--- config.mk ---
export PLATFORM = sky130hd
export DESIGN_NAME = bmp24_stream_parser
export DESIGN_NICKNAME = d
export VERILOG_FILES = /design/src/sv/bmp24sp_pkg.sv /design/src/sv/bmp24_stream_parser.sv
export SDC_FILE = /design/constraint.sdc
export NUM_CORES = 1
export LEC_CHECK = 0
export BUFFER_PORTS_ARGS = -buffer_cell sky130_fd_sc_hd__buf_2
export CAP_MARGIN = 5
export CELL_PAD_IN_SITES_DETAIL_PLACEMENT = 1
export CELL_PAD_IN_SITES_GLOBAL_PLACEMENT = 2
export CORE_MARGIN = 10
export CORE_UTILIZATION = 38
export DETAILED_ROUTE_END_ITERATION = 16
export PLACE_DENSITY = 0.85
export SYNTH_ARGS = -nofsm -noshare
export SYNTH_HDL_FRONTEND = slang
export SYNTH_SLANG_ARGS = --single-unit
--- constraint.sdc ---
create_clock -name i_clk -period 13.05 [get_ports i_clk]
set_input_delay 1.9575 -clock i_clk [delete_from_list [all_inputs] [get_ports i_clk]]
set_output_delay 1.9575 -clock i_clk [all_outputs]
set_load 0.005 [all_outputs]
--- src/sv/bmp24sp_pkg.sv ---
package bmp24sp_pkg;

    localparam int S_DATA_W = 8;
    localparam int M_DATA_W = 96;

    // Header byte offsets
    localparam logic [5:0] HDR_WIDTH_OFS  = 6'd18;
    localparam logic [5:0] HDR_HEIGHT_OFS = 6'd22;
    localparam logic [5:0] HDR_BPP_OFS    = 6'd28;
    localparam logic [5:0] HDR_LAST       = 6'd53;

    localparam logic [15:0] BPP_RGB24 = 16'd24;

    localparam logic KIND_HEADER = 1'b0;
    localparam logic KIND_PIXEL  = 1'b1;

    // Bit positions of fields in master tdata
    localparam int MD_ROW_LSB = 24;
    localparam int MD_ERR_BIT = 90;

    typedef struct packed {
        logic        kind;
        logic [7:0]  red;
        logic [7:0]  green;
        logic [7:0]  blue;
        logic [11:0] row;
        logic [11:0] column;
        logic        last_pixel;
        logic [12:0] image_width;
        logic [12:0] image_height;
        logic [15:0] bits_per_pixel;
        logic        format_error;
    } t_result;

endpackage

--- src/sv/bmp24_stream_parser.sv ---
// Streaming 24-bit BMP parser. Feed the file one byte per request on the slave
// side, with tuser high on the first header byte; that byte restarts the parser
// at any time. After the 54th header byte one header result (tuser 0) gives the
// width, height and bits per pixel; the pixel data offset field is ignored and
// pixels are taken to follow the header directly. Each blue-green-red triple
// then yields one pixel result (tuser 1) with its stored row and column; row
// padding is dropped and tlast marks the final pixel, or the header result of
// an empty or malformed image (bpp other than 24, width above MAX_WIDTH or
// height above MAX_HEIGHT), after which bytes are ignored until the next start.
// The block takes one byte every cycle while its skid entry is empty; each
// result is registered before it shows on the master side. A two-entry output
// stage keeps the slave side open for one more result while the master stalls.
module bmp24_stream_parser
    import bmp24sp_pkg::*;
#(
    parameter int MAX_WIDTH  = 4096,
    parameter int MAX_HEIGHT = 4096
) (
    input  logic                i_clk,
    input  logic                i_rst_n,
    input  logic                i_s_tvalid,
    output logic                o_s_tready,
    input  logic [S_DATA_W-1:0] i_s_tdata,  // [7:0] data_byte
    input  logic                i_s_tuser,  // [0] start_of_file
    output logic                o_m_tvalid,
    input  logic                i_m_tready,
    output logic [M_DATA_W-1:0] o_m_tdata,  // red, green, blue, row, column, image_width,
                                            // image_height, bits_per_pixel, format_error
    output logic                o_m_tuser,  // [0] kind
    output logic                o_m_tlast   // last_pixel
);

    // Width of the byte count of a row, padding included
    localparam int RB_W = $clog2(MAX_WIDTH * 3 + 4);
    localparam logic [31:0] MAX_W32 = 32'(MAX_WIDTH);
    localparam logic [31:0] MAX_H32 = 32'(MAX_HEIGHT);

    typedef enum logic [1:0] {
        PH_IDLE,
        PH_HEADER,
        PH_PIXELS,
        PH_DONE
    } t_phase;

    t_phase          r_phase, n_phase;
    logic [5:0]      r_hdr_idx, n_hdr_idx;
    logic [31:0]     r_width, n_width;
    logic [31:0]     r_height, n_height;
    logic [15:0]     r_bpp, n_bpp;
    logic [RB_W-1:0] r_data_len, n_data_len;
    logic [RB_W-1:0] r_row_len, n_row_len;
    logic [RB_W-1:0] r_row_byte, n_row_byte;
    logic [1:0]      r_pix_phase, n_pix_phase;
    logic [7:0]      r_blue, n_blue;
    logic [7:0]      r_green, n_green;
    logic [11:0]     r_col, n_col;
    logic [11:0]     r_row, n_row;

    logic            r_out_valid, r_skid_valid;
    t_result         r_out, r_skid;

    logic            accept;
    logic            res_valid;
    t_result         res;

    assign o_s_tready = !r_skid_valid;
    assign accept     = i_s_tvalid && o_s_tready;

    always_comb begin
        logic [1:0]      lane_ofs;
        logic [RB_W-1:0] w_low;
        logic            err;
        logic            empty;
        logic            last;
        logic [RB_W-1:0] rb_inc;

        n_phase     = r_phase;
        n_hdr_idx   = r_hdr_idx;
        n_width     = r_width;
        n_height    = r_height;
        n_bpp       = r_bpp;
        n_data_len  = r_data_len;
        n_row_len   = r_row_len;
        n_row_byte  = r_row_byte;
        n_pix_phase = r_pix_phase;
        n_blue      = r_blue;
        n_green     = r_green;
        n_col       = r_col;
        n_row       = r_row;
        res_valid   = 1'b0;
        lane_ofs    = 2'd0;
        w_low       = '0;
        err         = 1'b0;
        empty       = 1'b0;
        last        = 1'b0;
        rb_inc      = '0;

        // Restart clears the captured header
        if (i_s_tuser) begin
            n_phase   = PH_HEADER;
            n_hdr_idx = 6'd0;
            n_width   = 32'd0;
            n_height  = 32'd0;
            n_bpp     = 16'd0;
        end

        if (n_phase == PH_HEADER) begin
            if (n_hdr_idx >= HDR_WIDTH_OFS && n_hdr_idx < HDR_HEIGHT_OFS) begin
                lane_ofs = 2'(n_hdr_idx - HDR_WIDTH_OFS);
                n_width[{lane_ofs, 3'b000} +: 8] = i_s_tdata;
            end else if (n_hdr_idx >= HDR_HEIGHT_OFS && n_hdr_idx < HDR_HEIGHT_OFS + 6'd4) begin
                lane_ofs = 2'(n_hdr_idx - HDR_HEIGHT_OFS);
                n_height[{lane_ofs, 3'b000} +: 8] = i_s_tdata;
            end else if (n_hdr_idx == HDR_BPP_OFS) begin
                n_bpp[7:0] = i_s_tdata;
            end else if (n_hdr_idx == HDR_BPP_OFS + 6'd1) begin
                n_bpp[15:8] = i_s_tdata;
            end

            if (n_hdr_idx < HDR_LAST) begin
                n_hdr_idx = n_hdr_idx + 6'd1;
            end else begin
                err   = n_bpp != BPP_RGB24 || n_width > MAX_W32 || n_height > MAX_H32;
                empty = n_width == 32'd0 || n_height == 32'd0;
                // 3*w padded to 4 bytes: padding equals w mod 4
                w_low       = n_width[RB_W-1:0];
                n_data_len  = {w_low[RB_W-2:0], 1'b0} + w_low;
                n_row_len   = n_data_len + RB_W'(n_width[1:0]);
                n_row_byte  = '0;
                n_pix_phase = 2'd0;
                n_col       = 12'd0;
                n_row       = 12'd0;
                n_phase     = (err || empty) ? PH_DONE : PH_PIXELS;
                res_valid   = 1'b1;
            end
        end else if (n_phase == PH_PIXELS) begin
            if (r_row_byte < r_data_len) begin
                case (r_pix_phase)
                    2'd0: begin
                        n_blue      = i_s_tdata;
                        n_pix_phase = 2'd1;
                    end
                    2'd1: begin
                        n_green     = i_s_tdata;
                        n_pix_phase = 2'd2;
                    end
                    default: begin
                        last = (32'(r_row) + 32'd1 == r_height) &&
                               (32'(r_col) + 32'd1 == r_width);
                        res_valid   = 1'b1;
                        n_pix_phase = 2'd0;
                        n_col       = r_col + 12'd1;
                    end
                endcase
            end
            if (last) begin
                n_phase = PH_DONE;
            end else begin
                rb_inc = r_row_byte + RB_W'(1);
                if (rb_inc >= r_row_len) begin
                    // drop padding, advance to next stored row
                    n_row_byte  = '0;
                    n_pix_phase = 2'd0;
                    n_col       = 12'd0;
                    n_row       = r_row + 12'd1;
                end else begin
                    n_row_byte = rb_inc;
                end
            end
        end

        res.kind           = (n_phase == PH_DONE || n_phase == PH_PIXELS) && r_phase == PH_PIXELS
                             && !i_s_tuser ? KIND_PIXEL : KIND_HEADER;
        res.red            = (res.kind == KIND_PIXEL) ? i_s_tdata : 8'd0;
        res.green          = (res.kind == KIND_PIXEL) ? r_green : 8'd0;
        res.blue           = (res.kind == KIND_PIXEL) ? r_blue : 8'd0;
        res.row            = (res.kind == KIND_PIXEL) ? r_row : 12'd0;
        res.column         = (res.kind == KIND_PIXEL) ? r_col : 12'd0;
        res.last_pixel     = (res.kind == KIND_PIXEL) ? last : (err || empty);
        res.image_width    = (n_width > MAX_W32) ? MAX_W32[12:0] : n_width[12:0];
        res.image_height   = (n_height > MAX_H32) ? MAX_H32[12:0] : n_height[12:0];
        res.bits_per_pixel = n_bpp;
        res.format_error   = (res.kind == KIND_PIXEL) ? 1'b0 : err;
    end

    always_ff @(posedge i_clk) begin
        if (!i_rst_n) begin
            r_phase      <= PH_IDLE;
            r_hdr_idx    <= 6'd0;
            r_out_valid  <= 1'b0;
            r_skid_valid <= 1'b0;
        end else begin
            if (accept) begin
                r_phase     <= n_phase;
                r_hdr_idx   <= n_hdr_idx;
                r_width     <= n_width;
                r_height    <= n_height;
                r_bpp       <= n_bpp;
                r_data_len  <= n_data_len;
                r_row_len   <= n_row_len;
                r_row_byte  <= n_row_byte;
                r_pix_phase <= n_pix_phase;
                r_blue      <= n_blue;
                r_green     <= n_green;
                r_col       <= n_col;
                r_row       <= n_row;
            end
            if (r_out_valid && !i_m_tready) begin
                // hold output, park a new result in the skid entry
                if (accept && res_valid) begin
                    r_skid_valid <= 1'b1;
                    r_skid       <= res;
                end
            end else if (r_skid_valid) begin
                r_out_valid  <= 1'b1;
                r_out        <= r_skid;
                r_skid_valid <= 1'b0;
            end else begin
                r_out_valid <= accept && res_valid;
                r_out       <= res;
            end
        end
    end

    assign o_m_tvalid = r_out_valid;
    assign o_m_tuser  = r_out.kind;
    assign o_m_tlast  = r_out.last_pixel;
    assign o_m_tdata  = {5'd0, r_out.format_error, r_out.bits_per_pixel, r_out.image_height,
                         r_out.image_width, r_out.column, r_out.row, r_out.blue,
                         r_out.green, r_out.red};

endmodule

After elaboration in Yosys (flattened, before gate mapping)
Cells that the tools add are included.

storage, ports and cells
  flip-flop bits (word level) = 360
  latch bits = 0
  output and inout bits = 100
  ROM bits = 0
  logic and storage cells = 191
  memories = 0
  input port bits = 13
  RAM bits = 0

cells by class
  eq/ne operators = 13
  shift operators = 4
  add/sub/neg operators = 12
  magnitude comparators = 11
  bitwise operators = 3
  multipliers = 0
  reduce and logical (&&, ||, !) cells = 33
  divide/modulo/power cells = 0
  multiplexer cells = 78

operators with widths
  cell                                                   count
  two-way mux 32 bit                                     9
  two-way mux 12 bit                                     13
  > comparator 32 x 13 -> 1 bit (second input constant)  4
  two-way mux 93 bit                                     1
  two-way mux 16 bit                                     5
  two-way mux 14 bit                                     5
  bitwise mux 32 bit                                     2
  == test 13 x 32 -> 1 bit                               2
  zero test 32 bit                                       2
  variable shift 8 x 7 -> 32 bit (first input constant)  2
  indexed part select 8 x 7 -> 32 bit                    2
  two-way mux 8 bit                                      6
  adder 12 x 1 -> 13 bit (second input constant)         2
  two-way mux 13 bit                                     2
  adder 12 x 1 -> 12 bit (second input constant)         2
  two-way mux 2 bit                                      11
  two-way mux 1 bit                                      20
  two-way mux 6 bit                                      3
  AND reduction 6 bit                                    3
  != test 16 x 5 -> 1 bit (second input constant)        1
  adder 14 x 1 -> 14 bit (second input constant)         1
  adder 14 bit                                           1
  adder 14 x 2 -> 14 bit                                 1
  greater-or-equal comparator 14 bit                     1
  23 further kinds                                       53

Longest topological paths before layout
Gate-level depths: netlist of the first run.

  word-level depth = 21
  mapped depth = 25
  depth with buffers taken out = 20

Worst setup path before layout of the first run
Ideal clock, no wire load.

  kind = input -> register
  start point = in i_s_tuser
  end point = reg r_skid[0] (netlist name), enable pin
  cell stages on the path = 12
  buffers on the path = 6
  slack = 1.421 ns
  data required time = 12.372 ns
  arrival time = 10.952 ns
  library setup time = 0.678 ns
  cell sequence = buf_6 clkbuf_1 clkbuf_1 nor2_1 clkbuf_1 inv_1 ha_1 clkbuf_1 clkbuf_1 nand2b_1 o31ai_1 nor3b_1

between the ends
  word-level cells in the longest chain between the ends = 6
  elaborated cells on any way between the ends = 10
  those cells by class = order compare (1); eq/ne (2); mux (5); reduce/logical (2)

ends and longest elaborated chain
  element                                                      RTL line                                                RTL
  from (decl)                                                  bmp24_stream_parser.sv:24                               input logic i_s_tuser,
  two-way mux 6 bit or two-way mux 2 bit (tied branches)       bmp24_stream_parser.sv:99                               if (i_s_tuser) begin
  less-than comparator 6 bit or == test 2 bit (tied branches)  bmp24_stream_parser.sv:120, bmp24_stream_parser.sv:136
  two-way mux 1 bit, on equally long branches                  bmp24_stream_parser.sv:120, bmp24_stream_parser.sv:136
  two-way mux 1 bit (*)                                        bmp24_stream_parser.sv:107                              if (n_phase == PH_HEADER) begin
  logical AND 1 bit (*)                                        bmp24_stream_parser.sv:210                              if (accept && res_valid) begin
  AND reduction 3 bit (no source line) (*)                     -
  to (signal assigned)                                         bmp24_stream_parser.sv:212                              r_skid <= res;
  to (decl)                                                    bmp24_stream_parser.sv:60                               t_result r_out, r_skid;

Mark *: on every way between the ends. The rest lies on a longest branch, timed or not.
A chain may end at the register's enable or synchronous reset.

Worst setup path in the final report of the first run
  start point = in i_s_tuser
  end point = reg r_row_len[13] (data pin)

between the ends
  word-level cells in the longest chain between the ends = 9
  elaborated cells on any way between the ends = 14
  those cells by class = add/sub (4); order compare (2); shift (2); mux (5); reduce/logical (1)

ends and longest elaborated chain
  element                                                                                RTL line                    RTL
  two-way mux 6 bit                                                                      bmp24_stream_parser.sv:99
  subtractor 2 bit                                                                       bmp24_stream_parser.sv:109  lane_ofs = 2'(n_hdr_idx - HDR_WIDTH_OFS);
  negation 5 -> 7 bit                                                                    bmp24_stream_parser.sv:110  n_width[{lane_ofs, 3'b000} +: 8] = i_s_tdata;
  indexed part select 8 x 7 -> 32 bit or variable shift 8 x 7 -> 32 bit (tied branches)  bmp24_stream_parser.sv:110
  bitwise mux 32 bit                                                                     bmp24_stream_parser.sv:110
  two-way mux 32 bit (*)                                                                 bmp24_stream_parser.sv:108  if (n_hdr_idx >= HDR_WIDTH_OFS && n_hdr_idx < HDR_HEIGHT_OFS) begin
  two-way mux 32 bit (*)                                                                 bmp24_stream_parser.sv:107
  adder 14 bit                                                                           bmp24_stream_parser.sv:127  n_data_len = {w_low[RB_W-2:0], 1'b0} + w_low;
  adder 14 x 2 -> 14 bit (*)                                                             bmp24_stream_parser.sv:128  n_row_len = n_data_len + RB_W'(n_width[1:0]);
  to (signal assigned)                                                                   bmp24_stream_parser.sv:200  r_row_len <= n_row_len;
  to (decl)                                                                              bmp24_stream_parser.sv:51   logic [RB_W-1:0] r_row_len, n_row_len;

Mark *: on every way between the ends. The rest lies on a longest branch, timed or not. The select of a mux whose other input is x is not followed.

==> impl_metrics.env, run 1 <==
export IMPL_cts_tree="done"
export IMPL_vias=13485
export IMPL_cts_inserted_buffers=40
export IMPL_placed_cells=2353
export IMPL_grt_pass1_vias=14291
export IMPL_grt_antenna_before_repair=1
export IMPL_vdd_drop_max_mv=0.0964
export IMPL_cts_clk_slew_worst_paths_ns=0.05
export IMPL_cp_required_ns=13.35
export IMPL_portBuffers=107
export IMPL_gp_congestion=0.876
export IMPL_synthTopCellsByArea="edfxtp_1, ha_1, mux2_2, nand2_1, nor2_1"
export IMPL_skew_ns=0.0181
export IMPL_syn_cell_area_mm2=0.0188
export IMPL_syn_inst=1657
export IMPL_fin_nets=1806
export IMPL_clkSinkCount=359
export IMPL_rsz0062_at_grt="no"
export IMPL_whs_path_depth=2
export IMPL_start_kind="input pin"
export IMPL_grt_pass1_wl_mm=85.7
export IMPL_crit_path_cell_trace="buf_2, buf_4, nand2b_1, ha_1, inv_1, nor2_1, nand2_1, o21ai_0, inv_1, ha_1, o21ai_0, or4b_2, nand4_1, nand4_1, or3b_2, nand4bb_1, nor3_1, xor2_1"
export IMPL_die_area_mm2=0.0588
export IMPL_cts_max_level=2
export IMPL_grtUsageTotal_pct=18.2
export IMPL_setup_viol_count_final=0
export IMPL_cp_slowest_cell="ha_1"
export IMPL_ios=113
export IMPL_grt_max_degree=81
export IMPL_ys_flop_type="edfxtp_1"
export IMPL_crit_fanout=45
export IMPL_drive_gt1_share_pct=16.1
export IMPL_min_path_type="register to register"
export IMPL_routed_wl_mm=54.5
export IMPL_worst_r2r_path_depth=16
export IMPL_cp_slowest_stage_delay_ns=0.81
export IMPL_cap_viol_max_count=0
export IMPL_row_count=81
export IMPL_synth_top_area_share_pct=55.7
export IMPL_cts_buffer_depth=3
export IMPL_yosysUniqueCellTypes=80
export IMPL_synth_largest_area_cell="edfxtp_1"
export IMPL_ys_seq_elements=359
export IMPL_synthToLayoutAreaGrowth_pct=13.2
export IMPL_max_freq_ghz=0.136
export IMPL_arrival_ns=7.65
export IMPL_yosys_warnings=0
export IMPL_syn_avg_cell_area_um2=11.4
export IMPL_initial_core_util_pct=38.4
export IMPL_drc=0
export IMPL_instances_no_fill=2426
export IMPL_status="completed"
export IMPL_async_flop_share_pct=0
export IMPL_die_width_um=243
export IMPL_vias_per_cell=5.56
export IMPL_crit_type="input pin to register"
export IMPL_die_h_um=243
export IMPL_period_share_pct=56.3
export IMPL_grt_overflow_total=0
export IMPL_clk_latency_ns=0.57
export IMPL_initialDrtViolationCount=1041
export IMPL_cts_setup_buffers=0
export IMPL_pwr_density_cell_mw_per_mm2=126
export IMPL_routedWlPerCell_um=22.5
export IMPL_cts_resized=0
export IMPL_yosysSeqAreaShare_pct=56.8
export IMPL_relSlewSlack_pct=19.8
export IMPL_synth_edf_count=349
export IMPL_core_area_mm2=0.0490
export IMPL_first_pass_iters=5
export IMPL_root_buffer="clkbuf_16"
export IMPL_leakage_nw=7.97
export IMPL_final_hold_viol_count=0
export IMPL_slew_violations=0
export IMPL_end_kind="register"
export IMPL_ant_nets=0
export IMPL_ctsHoldBuffers=0
export IMPL_period_needed_ns=7.35
export IMPL_tightestPinTransition_ns=1.19
export IMPL_tns_ns=0
export IMPL_place_hpwl_mm=37.9
## report_power, final
| group | leakage (nW) | switching, mW | internal (mW) | total [mW] |
|---|---|---|---|---|
| combinational | 4.03 | 0.113 | 0.0526 | 0.166 |
| clock | 0.674 | 0.479 | 0.728 | 1.21 |
| sequential | 3.26 | 0.0163 | 1.29 | 1.31 |
| total | 7.97 | 0.609 | 2.07 | 2.68 |
## final cells by class
cell class / count / area [µm²]
Timing Repair Buffer: 125 / 671
Multi-Input combinational cell: 1112 / 7400
Fill cell: 5292 / 27600
Sequential cell: 359 / 10700
Clock inverter: 21 / 289
Inverter: 93 / 349
Clock buffer: 51 / 1080
Tap cell: 664 / 831
Antenna cell: 1 / 2.50
## layer usage
metal | up-vias | global-route usage, % | wire [µm]
met4 | 0 | 4.90 | 1050
met3 | 70 | 2.92 | 2910
li1 | 6226 | - | -
met2 | 344 | 30.6 | 26500
met5 | - | 0 | 0
met1 | 6845 | 23.8 | 24100
## cell usage in the layout, fill, tap and decap left out, drive strengths merged, types with 4 or more instances in the layout
master	count
o2111ai	8
o21a	20
mux2i	32
mux2	64
nand2b	10
clkbuf	51
xnor2	51
o211ai	10
a211oi	7
a21oi	54
or4	6
xor2	26
conb	5
and3	57
o21ai	64
bufinv	7
nand3b	4
edfxtp	349
clkinv	13
a31oi	12
ha	61
nand2	173
nor3	21
nand4	32
dfxtp	10
nor2b	37
inv	94
nor2	123
a31o	10
nand3	56
o31ai	34
buf	125
and4	8
nor4	29
a21o	4
or3	10
or3b	4
and2	16
nor3b	12
a21boi	8
## path summary, 6_finish.rpt
| path | slack, ns | end | startpoint |
|---|---|---|---|
| setup reg to reg | 7.16 | r_row_len[13] | r_hdr_idx[0] |
| hold reg to reg | 0.53 | o_m_tdata[51] | r_skid[33] |
| setup / recovery | 5.70 | r_row_len[13] | i_s_tuser |
| hold / removal | 0.53 | o_m_tdata[51] | r_skid[33] |
## Yosys cell counts, types with 9 or more instances
library cell,instances
o211ai_1,9
mux2i_1,32
nor3_1,21
ha_1,61
xnor2_1,51
nand4_1,31
o21ai_0,64
dfxtp_1,10
edfxtp_1,349
nor2_1,123
or3_1,10
o21a_1,20
xor2_1,26
nor4_1,28
nor2b_1,37
inv_1,91
a21oi_1,54
clkbuf_1,72
nand2b_1,10
and3_1,57
buf_2,10
and2_1,16
nor3b_1,10
o31ai_1,31
a31oi_1,12
nand3_1,56
mux2_2,64
nand2_1,172
## worst max-delay path: cells and delay by family
family	cells	cell delay [ns]
AO/OA/AOI/OAI	2	0.57
AND/OR/NAND/NOR	9	3.01
XOR/XNOR	1	0.11
buffers and inverters	4	0.80
adder cells (fa/ha/maj)	2	1.20
## through the flow
stage	util (%)	area [µm²]	hold WS (ns)	setup slack, ns	power, mW
global placement	40.7	19900	0.513	5.56	1.49
global route	43.5	21300	0.554	5.22	2.76
CTS	43.5	21300	0.529	5.80	2.70
finish	43.5	21300	0.530	5.70	2.68
detailed placement	40.7	19900	0.514	5.21	1.50
floorplan	-	18800	0.498	1.42	1.43
## flip-flops by register name, summed over array words and instances (netlist names)
register and count:
r_skid 93, o_m_tdata 91, r_height 32, r_width 32
r_bpp 16, r_data_len 14, r_row_byte 14, r_row_len 13
r_col 12, r_row 12, r_blue 8, r_green 8
r_hdr_idx 6, r_phase 2, r_pix_phase 2, o_m_tlast 1
o_m_tuser 1, o_m_tvalid 1, r_skid_valid 1
## cell families (layout without fill, tap and decap cells)
family,count (synthesis),count (layout),synth area share [%]
compound gates,262,262,9.30
xor+xnor,78,78,3.70
fa+ha+maj,62,62,4.16
buf+inv,190,290,4.10
flops,359,359,56.8
mux,96,96,5.53
other cells,1,6,0.0199
simple gates,609,609,16.4
Note: power is estimated with default switching activity, not from simulation.
==> inputs of run 2 (changes only) <==
Clock period 13.05 ns to 7.2 ns, I/O delays scaled along.
==> run 2 against run 1 <==
Compared with the run above: largest cell class unchanged; sequential power is 81% higher; combinational power is 83% higher; highest routed layer unchanged; clock-buffer cell count is 1 higher; clock skew hardly changed; worst setup slack worse by 4.2 ns; sequential cell count stayed put; clock power is 68% higher; non-clock buffer count is 14 higher; via count is 0.92% higher.
==> impl_metrics.env, run 2 (synthesis gave the netlist of run 1 again) <==
export IMPL_worst_slack_ns=1.55
export IMPL_crit_buf_inv=5
export IMPL_arrival_ns=5.95
export IMPL_placed_area_mm2=0.0200
export IMPL_leakage_nw=7.98
export IMPL_top_register="r_skid"
export IMPL_tightestPinTransition_ns=1.41
export IMPL_vias_per_cell=5.58
export IMPL_grt_overflow_total=0
export IMPL_status="completed"
export IMPL_ios=113
export IMPL_post_route_util_pct=43.5
export IMPL_root_buffer="clkbuf_16"
export IMPL_die_h_um=243
export IMPL_portBuffers=107
export IMPL_initialDrtViolationCount=1082
export IMPL_place_ws_ns=1.06
export IMPL_cts_buffer_depth=3
export IMPL_largest_reg_flops=93
export IMPL_cts_inserted_buffers=41
export IMPL_cts_resized=0
export IMPL_ctsHoldBuffers=0
export IMPL_ant_nets=0
export IMPL_cts_setup_buffers=0
export IMPL_fin_nets=1821
export IMPL_die_area_mm2=0.0588
export IMPL_relSlewSlack_pct=5.16
export IMPL_grt_pass1_wl_mm=85.5
export IMPL_initial_core_util_pct=38.4
export IMPL_design_area_mm2=0.0213
export IMPL_cp_slowest_cell="or3b_2"
export IMPL_antenna_cells=0
export IMPL_row_count=81
export IMPL_core_area_mm2=0.0490
export IMPL_place_hpwl_mm=38.5
export IMPL_die_width_um=243
export IMPL_vias=13609
export IMPL_holdWs_ns=0.527
export IMPL_setup_viol_count_final=0
export IMPL_start_kind="input pin"
export IMPL_cp_top_family="simple AND/OR/NAND/NOR gates"
export IMPL_cp_required_ns=7.50
export IMPL_cp_slowest_stage_delay_ns=0.54
export IMPL_final_hold_viol_count=0
export IMPL_slew_violations=0
export IMPL_drive_gt1_share_pct=16.4
export IMPL_crit_fanout=19
export IMPL_final_cell_mix="edfxtp_1, nand2_1, nor2_1"
export IMPL_rsz0062_at_grt="no"
export IMPL_gp_congestion=0.883
export IMPL_vdd_drop_max_mv=0.147
export IMPL_grt_pass1_vias=14345
export IMPL_clkSinkCount=359
export IMPL_routedWlPerCell_um=22.5
export IMPL_final_common_cell="edfxtp_1"
export IMPL_clk_latency_ns=0.58
export IMPL_period_share_pct=78.4
export IMPL_synthToLayoutAreaGrowth_pct=13.2
export IMPL_end_kind="register"
export IMPL_crit_path_cell_trace="buf_2, inv_2, nand2_1, inv_1, ha_1, nand3_1, buf_4, o21ai_0, ha_1, inv_1, fa_1, nor2b_1, o22ai_1, xnor2_1, nand4_1, or3b_2, nand4bb_1, nor3_1, xor2_1"
export IMPL_cts_tree="done"
export IMPL_cts_max_level=2
export IMPL_seqCellArea_mm2=0.0107
export IMPL_fill_cells=5301
export IMPL_min_path_type="register to register"
export IMPL_pwr_density_cell_mw_per_mm2=220
export IMPL_skew_ns=0.0179
export IMPL_drc=0
export IMPL_max_freq_ghz=0.177
export IMPL_multi_input_area_mm2=0.00741
export IMPL_crit_type="input pin to register"
export IMPL_period_needed_ns=5.65
export IMPL_tns_ns=0
export IMPL_grt_max_degree=81
export IMPL_routed_wl_mm=54.9
export IMPL_grtUsageTotal_pct=18.3
export IMPL_cts_clk_slew_worst_paths_ns=0.06
export IMPL_grt_antenna_before_repair=1
export IMPL_first_pass_iters=6
export IMPL_cap_viol_max_count=0
==> run 2: worst register-to-register path: stages (launching register included) <==
cell	delay (ns)
dfxtp_1	0.52
nand2_1	0.19
inv_1	0.20
ha_1	0.42
nand3_1	0.23
buf_4	0.25
o21ai_0	0.44
ha_1	0.30
inv_1	0.07
fa_1	0.40
nor2b_1	0.25
o22ai_1	0.15
xnor2_1	0.32
nand4_1	0.21
or3b_2	0.54
nand4bb_1	0.24
nor3_1	0.23
xor2_1	0.11
==> run 2: through the flow <==
stage	total power, mW	instances
2_1_floorplan	2.59	1661
3_3_place_gp	2.70	2367
3_5_place_dp	2.71	2367
4_1_cts	4.74	2441
5_1_grt	4.85	2441
6_report	4.70	2441
==> run 2: worst paths after layout <==
check | from | end | slack [ns] | cells past startpoint
setup / recovery | i_s_tuser | r_row_len[13] | 1.55 | 19
hold / removal | r_skid[61] | o_m_tdata[29] | 0.53 | 2
setup reg to reg | r_hdr_idx[1] | r_row_len[13] | 1.87 | 17
hold reg to reg | r_skid[61] | o_m_tdata[29] | 0.53 | 2
==> run 2: final cells by class <==
class | instances | area share, %
flip-flops and latches | 359 | 50.1
multi-input cells | 1112 | 34.8
clock buffers | 52 | 5.01
well taps | 664 | 3.90
repair buffers | 139 | 3.64
inverters | 93 | 1.64
clock inverters | 22 | 0.916
==> run 2: layer usage <==
metal	global-route usage (%)	share of wire, %	up-vias
li1	-	-	6265
met1	23.3	43	6913
met2	30.9	49	345
met3	3.66	5.6	86
met4	5.70	2.3	0
met5	0	0	-
==> run 2: where the power goes <==
| part | total (mW) | switching (mW) | internal, mW |
|---|---|---|---|
| Combinational | 0.304 | 0.207 | 0.0973 |
| Clock | 2.03 | 0.865 | 1.16 |
| Sequential | 2.37 | 0.0299 | 2.34 |
